**src/assert_macros.svh**
```systemverilog
// Assertion macros shared by the trial-division prime test RTL.
// No dependencies; each file that asserts includes this header.
`ifndef ASSERT_MACROS_SVH
`define ASSERT_MACROS_SVH

// Invariant checked at every clock edge outside reset.
`define TDPT_ASSERT(lbl, expr, msg) \
  lbl: assert property (@(posedge clk) disable iff (rst) (expr)) else $error(msg);

// Condition in one cycle implies a condition in the next.
`define TDPT_ASSERT_NEXT(lbl, ante, cons, msg) \
  lbl: assert property (@(posedge clk) disable iff (rst) (ante) |=> (cons)) else $error(msg);

`endif

```
**src/tdpt_pkg.sv**
```systemverilog
// Package for the trial-division prime test: default width, FSM state type,
// and the structs passed between controller, remainder unit and top level.
package tdpt_pkg;

  // Default width of the tested value
  localparam int VALUE_BITS_DEF = 32;

  // Controller states
  typedef enum logic [2:0] {
    ST_IDLE,
    ST_CLASSIFY,
    ST_CHECK,
    ST_DIV,
    ST_FINISH
  } tdpt_state_t;

  // Remainder unit status
  typedef struct packed {
    logic done;
    logic zero;
  } rem_status_t;

  // Result handed from controller to the output register
  typedef struct packed {
    logic valid;
    logic not_positive;
    logic is_prime;
  } result_t;

endpackage

```
**src/tdpt_rem.sv**
```systemverilog
// Bit-serial restoring remainder unit: dividend % divisor, one dividend bit
// per cycle, MSB first. Depends on tdpt_pkg and assert_macros.svh.
`include "assert_macros.svh"

module tdpt_rem import tdpt_pkg::*; #(
  parameter int VALUE_BITS = VALUE_BITS_DEF
) (
  input  logic                  clk,
  input  logic                  rst,
  input  logic                  start,
  input  logic [VALUE_BITS-1:0] dividend,
  input  logic [VALUE_BITS-1:0] divisor,
  output rem_status_t           status
);

  localparam int CW = $clog2(VALUE_BITS);
  localparam logic [CW-1:0] LAST_CNT = CW'(VALUE_BITS - 1);

  logic                  busy;
  logic                  done;
  logic [CW-1:0]         cnt;
  logic [VALUE_BITS-1:0] shreg;
  logic [VALUE_BITS-1:0] dvs;
  logic [VALUE_BITS-1:0] rem;

  logic [VALUE_BITS-1:0] trial;
  logic [VALUE_BITS-1:0] rem_next;

  // One restoring step: bring in the next dividend bit, subtract if it fits.
  // The partial remainder stays below the divisor, so its top bit is free.
  always_comb begin
    trial    = {rem[VALUE_BITS-2:0], shreg[VALUE_BITS-1]};
    rem_next = (trial >= dvs) ? (trial - dvs) : trial;
  end

  // Control
  always_ff @(posedge clk) begin
    if (rst) begin
      busy <= 1'b0;
      done <= 1'b0;
      cnt  <= '0;
    end else begin
      done <= busy && (cnt == '0);
      if (start) begin
        busy <= 1'b1;
        cnt  <= LAST_CNT;
      end else if (busy) begin
        cnt <= cnt - 1'b1;
        if (cnt == '0) begin
          busy <= 1'b0;
        end
      end
    end
  end

  // Datapath shift registers
  always_ff @(posedge clk) begin
    if (start) begin
      shreg <= dividend;
      dvs   <= divisor;
      rem   <= '0;
    end else if (busy) begin
      shreg <= {shreg[VALUE_BITS-2:0], 1'b0};
      rem   <= rem_next;
    end
  end

  assign status.done = done;
  assign status.zero = (rem == '0);

  `TDPT_ASSERT(a_rem_below_dvs, !busy || (rem < dvs), "partial remainder not below divisor")
  `TDPT_ASSERT_NEXT(a_start_busy, start, busy, "remainder unit not busy after start")

endmodule

```
**src/tdpt_ctrl.sv**
```systemverilog
// Controller: classifies the value, then steps odd divisors d = 3, 5, ...
// while d*d <= value, running the remainder unit for each.
// Depends on tdpt_pkg, tdpt_rem and assert_macros.svh.
`include "assert_macros.svh"

module tdpt_ctrl import tdpt_pkg::*; #(
  parameter int VALUE_BITS = VALUE_BITS_DEF
) (
  input  logic                  clk,
  input  logic                  rst,
  input  logic                  in_valid,
  output logic                  in_ready,
  input  logic [VALUE_BITS-1:0] value_u,
  input  logic                  out_free,
  output result_t               res
);

  tdpt_state_t state;
  tdpt_state_t state_next;

  logic [VALUE_BITS-1:0] v;
  logic [VALUE_BITS-1:0] d;
  logic [VALUE_BITS:0]   sq;
  logic                  np_flag;
  logic                  prime_flag;

  logic        rem_start;
  rem_status_t rem_st;

  logic cls_np;
  logic cls_one;
  logic cls_two;
  logic cls_even;
  logic bound_hit;
  logic in_xfer;

  assign in_xfer   = in_valid && in_ready;
  assign cls_np    = v[VALUE_BITS-1] || (v == '0);
  assign cls_one   = (v == VALUE_BITS'(1));
  assign cls_two   = (v == VALUE_BITS'(2));
  assign cls_even  = !v[0];
  assign bound_hit = (sq > {1'b0, v});

  tdpt_rem #(.VALUE_BITS(VALUE_BITS)) u_rem (
    .clk      (clk),
    .rst      (rst),
    .start    (rem_start),
    .dividend (v),
    .divisor  (d),
    .status   (rem_st)
  );

  // Next state
  always_comb begin
    state_next = state;
    unique case (state)
      ST_IDLE: begin
        if (in_xfer) state_next = ST_CLASSIFY;
      end
      ST_CLASSIFY: begin
        if (cls_np || cls_one || cls_two || cls_even) state_next = ST_FINISH;
        else state_next = ST_CHECK;
      end
      ST_CHECK: begin
        if (bound_hit) state_next = ST_FINISH;
        else state_next = ST_DIV;
      end
      ST_DIV: begin
        if (rem_st.done) begin
          state_next = rem_st.zero ? ST_FINISH : ST_CHECK;
        end
      end
      ST_FINISH: begin
        if (out_free) state_next = ST_IDLE;
      end
      default: state_next = ST_IDLE;
    endcase
  end

  // Outputs
  always_comb begin
    in_ready         = 1'b0;
    rem_start        = 1'b0;
    res.valid        = 1'b0;
    res.not_positive = np_flag;
    res.is_prime     = prime_flag;
    unique case (state)
      ST_IDLE:   in_ready  = 1'b1;
      ST_CHECK:  rem_start = !bound_hit;
      ST_FINISH: res.valid = out_free;
      default: ;
    endcase
  end

  always_ff @(posedge clk) begin
    if (rst) state <= ST_IDLE;
    else state <= state_next;
  end

  // Value, divisor, square of divisor and result flags
  always_ff @(posedge clk) begin
    unique case (state)
      ST_IDLE: begin
        if (in_xfer) begin
          v  <= value_u;
          d  <= VALUE_BITS'(3);
          sq <= (VALUE_BITS+1)'(9);
        end
      end
      ST_CLASSIFY: begin
        np_flag    <= cls_np;
        prime_flag <= !cls_np && cls_two;
      end
      ST_CHECK: begin
        // No divisor up to the bound divides: prime
        if (bound_hit) prime_flag <= 1'b1;
      end
      ST_DIV: begin
        if (rem_st.done && !rem_st.zero) begin
          // (d+2)^2 = d^2 + 4d + 4
          sq <= sq + ((VALUE_BITS+1)'(d) << 2) + (VALUE_BITS+1)'(4);
          d  <= d + VALUE_BITS'(2);
        end
      end
      default: ;
    endcase
  end

  `TDPT_ASSERT(a_d_odd, (state == ST_IDLE) || (state == ST_CLASSIFY) || d[0], "divisor even")
  `TDPT_ASSERT(a_np_excl, !(res.valid && res.not_positive && res.is_prime), "np with prime")
  `TDPT_ASSERT_NEXT(a_start_div, rem_start, state == ST_DIV, "start without divide state")

endmodule

```
**config.mk**
```make
export PLATFORM = sky130hd
export DESIGN_NAME = tdpt_ctrl
export DESIGN_NICKNAME = d
export VERILOG_FILES = /design/src/tdpt_pkg.sv /design/src/tdpt_rem.sv /design/src/tdpt_ctrl.sv
export VERILOG_INCLUDE_DIRS = /design/src /design/src/src
export SDC_FILE = /design/constraint.sdc
export NUM_CORES = 1
export LEC_CHECK = 0
export ABC_AREA = 1
export ABC_CLOCK_PERIOD_IN_PS = 5450
export CORE_ASPECT_RATIO = 1.4
export CORE_MARGIN = 4
export CORE_UTILIZATION = 55
export DETAILED_ROUTE_END_ITERATION = 10
export DONT_BUFFER_PORTS = 1
export GPL_TIMING_DRIVEN = 0
export PLACE_DENSITY = 0.7
export SKIP_CTS_REPAIR_TIMING = 1
export SLEW_MARGIN = 20
export SYNTH_ARGS = -nofsm -noshare
export SYNTH_HDL_FRONTEND = slang
export SYNTH_SLANG_ARGS = --single-unit
```
**constraint.sdc**
```tcl
create_clock -name clk -period 5.45 [get_ports clk]
set_clock_uncertainty 0.2 [all_clocks]
set_input_delay 0.2725 -clock clk [delete_from_list [all_inputs] [get_ports clk]]
set_output_delay 0.2725 -clock clk [all_outputs]
set_load 0.05 [all_outputs]
```
==> metrics.txt <==
status=finished clean; RSZ-0062 raised after global routing=no; IO buf count=0; CP peak stage delay=0.66 ns; endpoints failing setup=0; Avg WL per Cell=17.3 µm; Comb power frac=23.5%; Psw=0.00137 W; CTS tree=built; initial antenna violation count=0; reg2reg end=u_rem.rem[4]$_SDFFE_PP0P_; syn_area_per_cell=7.96 µm²; flop-to-flop setup slack=2.03 ns; Max-Cap Viols=0; Design Power=0.00411 W; CP Launch Type=register; fin crit period=~3.4 ns; Pleak=6.77 nW; pin count of the biggest net entering global routing=35; Reg power frac=a little under half; FF-to-FF path depth=16; cell family with most CP delay=simple AND/OR/NAND/NOR gates; vias in the first global route=11,362; Most used DFF post-synth=edfxtp_1; Synth Instances=1,686; Area Growth Syn to Fin=11.0%; P per Cell Area=~280 nW/µm²; reg2reg start=v[31]$_DFFE_PP_; die area=27,000 µm²; gp weighted congestion=0.999; first-pass GRT wire length=56,500 µm; fraction of layout instances using a drive strength above 1=6.20%; post-DP HPWL=between 20,000 and 30,000 µm; clk sink count=200; Hold Crit Start=in_valid; YS warnings=0; FMAX=0.292 GHz; number of synthesized flops with an enable pin=158; worst skew pair latency=0.45 ns; TritonCTS Buffers=17; initial cell density of the core=between 50% and 60%; Residual DRC=0; Netlist cell types=47; Ports=40; CP Data Required Time=around 5.6 ns; antenna-violating nets left=0; final WL=35,800 µm; asr flop ratio synth=0%; Filler cells=2,142; number of instances in the placed design=2,003; hold path cells=4; period utilisation layout=62.8%; H-Tree Depth=4; internal cell power=0.00274 W; CTS Buffer Depth=2; Worst-path clk slew=0.08 ns; Crit Path Max Fanout=34; worst-path cell chain=inv_1 -> ha_1 -> inv_1 -> nor3_2 -> inv_2 -> nor2_4 -> nand2_1 -> nor2_1 -> nand2_1 -> nand2_2 -> nand2_2 -> nand2_2 -> inv_2 -> buf_6 -> nand2_1 -> o21ai_2; Mapped Area=13,400 µm²; chip height=about 190 µm; via count=11,500; Hold EP=state[0]$_SDFFE_PP0P_; Hold Crit Class=input port to register; Max VDD drop=0.213 mV; WP buf/inv=5; Slew @ Worst Pin=~0.89 ns; Mapped Nets=1,845; Core Area=24,000 µm²; CP arrival=about 3.6 ns; DR iter-0 viols=~690; slowest stage cell on the critical path=nand2_2; worst hold margin=0.0733 ns; vias per inst=5.56; max-slew headroom at the worst pin=40.3%; total grt overflow=0; Critical Path Sink Type=register; number of diodes=0; Total GRT Usage=26.6%; Hold Vio Cnt, Final=0; max-slew violations=0; Rows=67; flops & latches, synth=200; number of nets in the layout=1,905; drt first pass iters=5; register area share after synthesis=a little over two fifths; CTS root buf=clkbuf_16; post-route non-filler standard cell count=2,069; Crit Path Category=register to register; Sw Ratio=33.3%; Clk pwr share=30.5%; Die W=140 µm
[worst reg2reg max path, stage by stage (launching register included)]
cell and delay (ns):
edfxtp_1 0.39, inv_1 0.11, ha_1 0.29, inv_1 0.06, nor3_2 0.25, inv_2 0.08, nor2_4 0.12, nand2_1 0.06
nor2_1 0.14, nand2_1 0.20, nand2_2 0.15, nand2_2 0.08, nand2_2 0.66, inv_2 0.22, buf_6 0.22, nand2_1 0.07
o21ai_2 0.05
[worst max path at each step]
stage	cells past startpoint	start	endpoint	slack, ns
2_1_floorplan	3	state[1]$_SDFFE_PP0P_	d[10]$_SDFFCE_PP0P_	0.05
3_3_place_gp	3	state[1]$_SDFFE_PP0P_	sq[25]$_SDFFCE_PP0P_	-1.62
3_5_place_dp	15	sq[30]$_SDFFCE_PP0P_	u_rem.rem[2]$_SDFFE_PP0P_	2.00
4_1_cts	15	sq[30]$_SDFFCE_PP0P_	u_rem.rem[2]$_SDFFE_PP0P_	2.00
5_1_grt	16	v[31]$_DFFE_PP_	u_rem.rem[6]$_SDFFE_PP0P_	1.76
6_report	16	v[31]$_DFFE_PP_	u_rem.rem[4]$_SDFFE_PP0P_	2.03
[kinds of logic (layout without fill, tap and decap cells)]
| logic type | count (synthesis) | count (layout) | synth area share, % |
|---|---|---|---|
| AND/OR/NAND/NOR | 811 | 811 | 26.1 |
| flip-flops | 200 | 200 | 41.6 |
| AO/OA/AOI/OAI | 273 | 273 | 11.1 |
| adder cells (fa/ha/maj) | 123 | 123 | 11.6 |
| XOR/XNOR | 24 | 24 | 1.57 |
| buffers and inverters | 255 | 328 | 8.01 |
[through the flow]
step | area (µm²) | utilization (%) | setup slack (ns) | setup TNS, ns
after CTS | 14600 | 60.7 | 2.00 | 0
after detailed placement | 14000 | 58.3 | 2.00 | 0
final | 14900 | 62.1 | 2.03 | 0
after floorplan | 13400 | - | 0.0472 | 0
after global placement | 13800 | 57.6 | -1.62 | -98.62
after global routing | 14900 | 62.1 | 1.76 | 0
[cell type report]
class                   instances  area [µm²]  share of cell area [%]
repair buffers                 41         477                    3.20
plain buffers                  29         226                    1.52
inverters                     226         848                    5.69
well taps                     310         388                    2.60
clock inverters                15         155                    1.04
clock buffers                  17         425                    2.86
multi-input cells            1231        6790                    45.6
flip-flops and latches        200        5590                    37.5
[per-layer routing]
| layer | share of wire [%] | GRT usage, % | vias to the layer above |
|---|---|---|---|
| li1 | - | - | 5779 |
| met5 | 0 | 0 | - |
| met1 | 38 | 29.0 | 5319 |
| met4 | 6.1 | 15.9 | 0 |
| met2 | 52 | 49.4 | 297 |
| met3 | 3.3 | 3.15 | 105 |
[state kept, by name, indices dropped and copies added (netlist names)]
name         flops
u_rem.busy       1
prime_flag       1
v               32
np_flag          1
u_rem.dvs       31
u_rem.rem       32
u_rem.shreg     32
d               31
state            3
u_rem.done       1
u_rem.cnt        5
sq              30
[power by group through the flow]
stage | combinational [W] | sequential [W] | clock (W)
global placement | 0.000865 | 0.00194 | 0
global route | 0.00110 | 0.00190 | 0.00134
detailed placement | 0.000931 | 0.00193 | 0
floorplan | 0.000682 | 0.00188 | 0
finish | 0.000966 | 0.00189 | 0.00125
CTS | 0.000941 | 0.00189 | 0.00128
[placed cells by master, fill, tap and decap left out, drive strengths merged]
cell type    count
a21o             8
nand3          120
bufinv           1
nor4            12
o21a            12
o31ai            1
nand4           20
edfxtp         158
dlygate4sd3     34
ha             121
a31oi            5
o211ai           2
o21bai           8
clkbuf          22
or2             11
fa               2
dfxtp           42
a211oi           2
nand2          436
inv            233
nor3            27
o221ai           1
clkinv           7
a21oi          129
o22ai            1
o21ai          104
nor3b            5
buf             31
nor2           174
nand3b           6
xnor2           15
xor2             9
[Yosys cell counts (15+ instances only)]
library cell / count / area, µm²
nand4_1: 20 / 125
o21ai_0: 64 / 320
dfxtp_1: 42 / 841
xnor2_1: 15 / 131
nand3_1: 113 / 566
a21oi_1: 125 / 626
nand2_1: 429 / 1610
nor3_1: 24 / 120
inv_1: 219 / 822
edfxtp_1: 158 / 4740
nor2_1: 162 / 608
o21ai_1: 38 / 190
ha_1: 121 / 1510
Note: power is estimated with default switching activity, not from simulation.
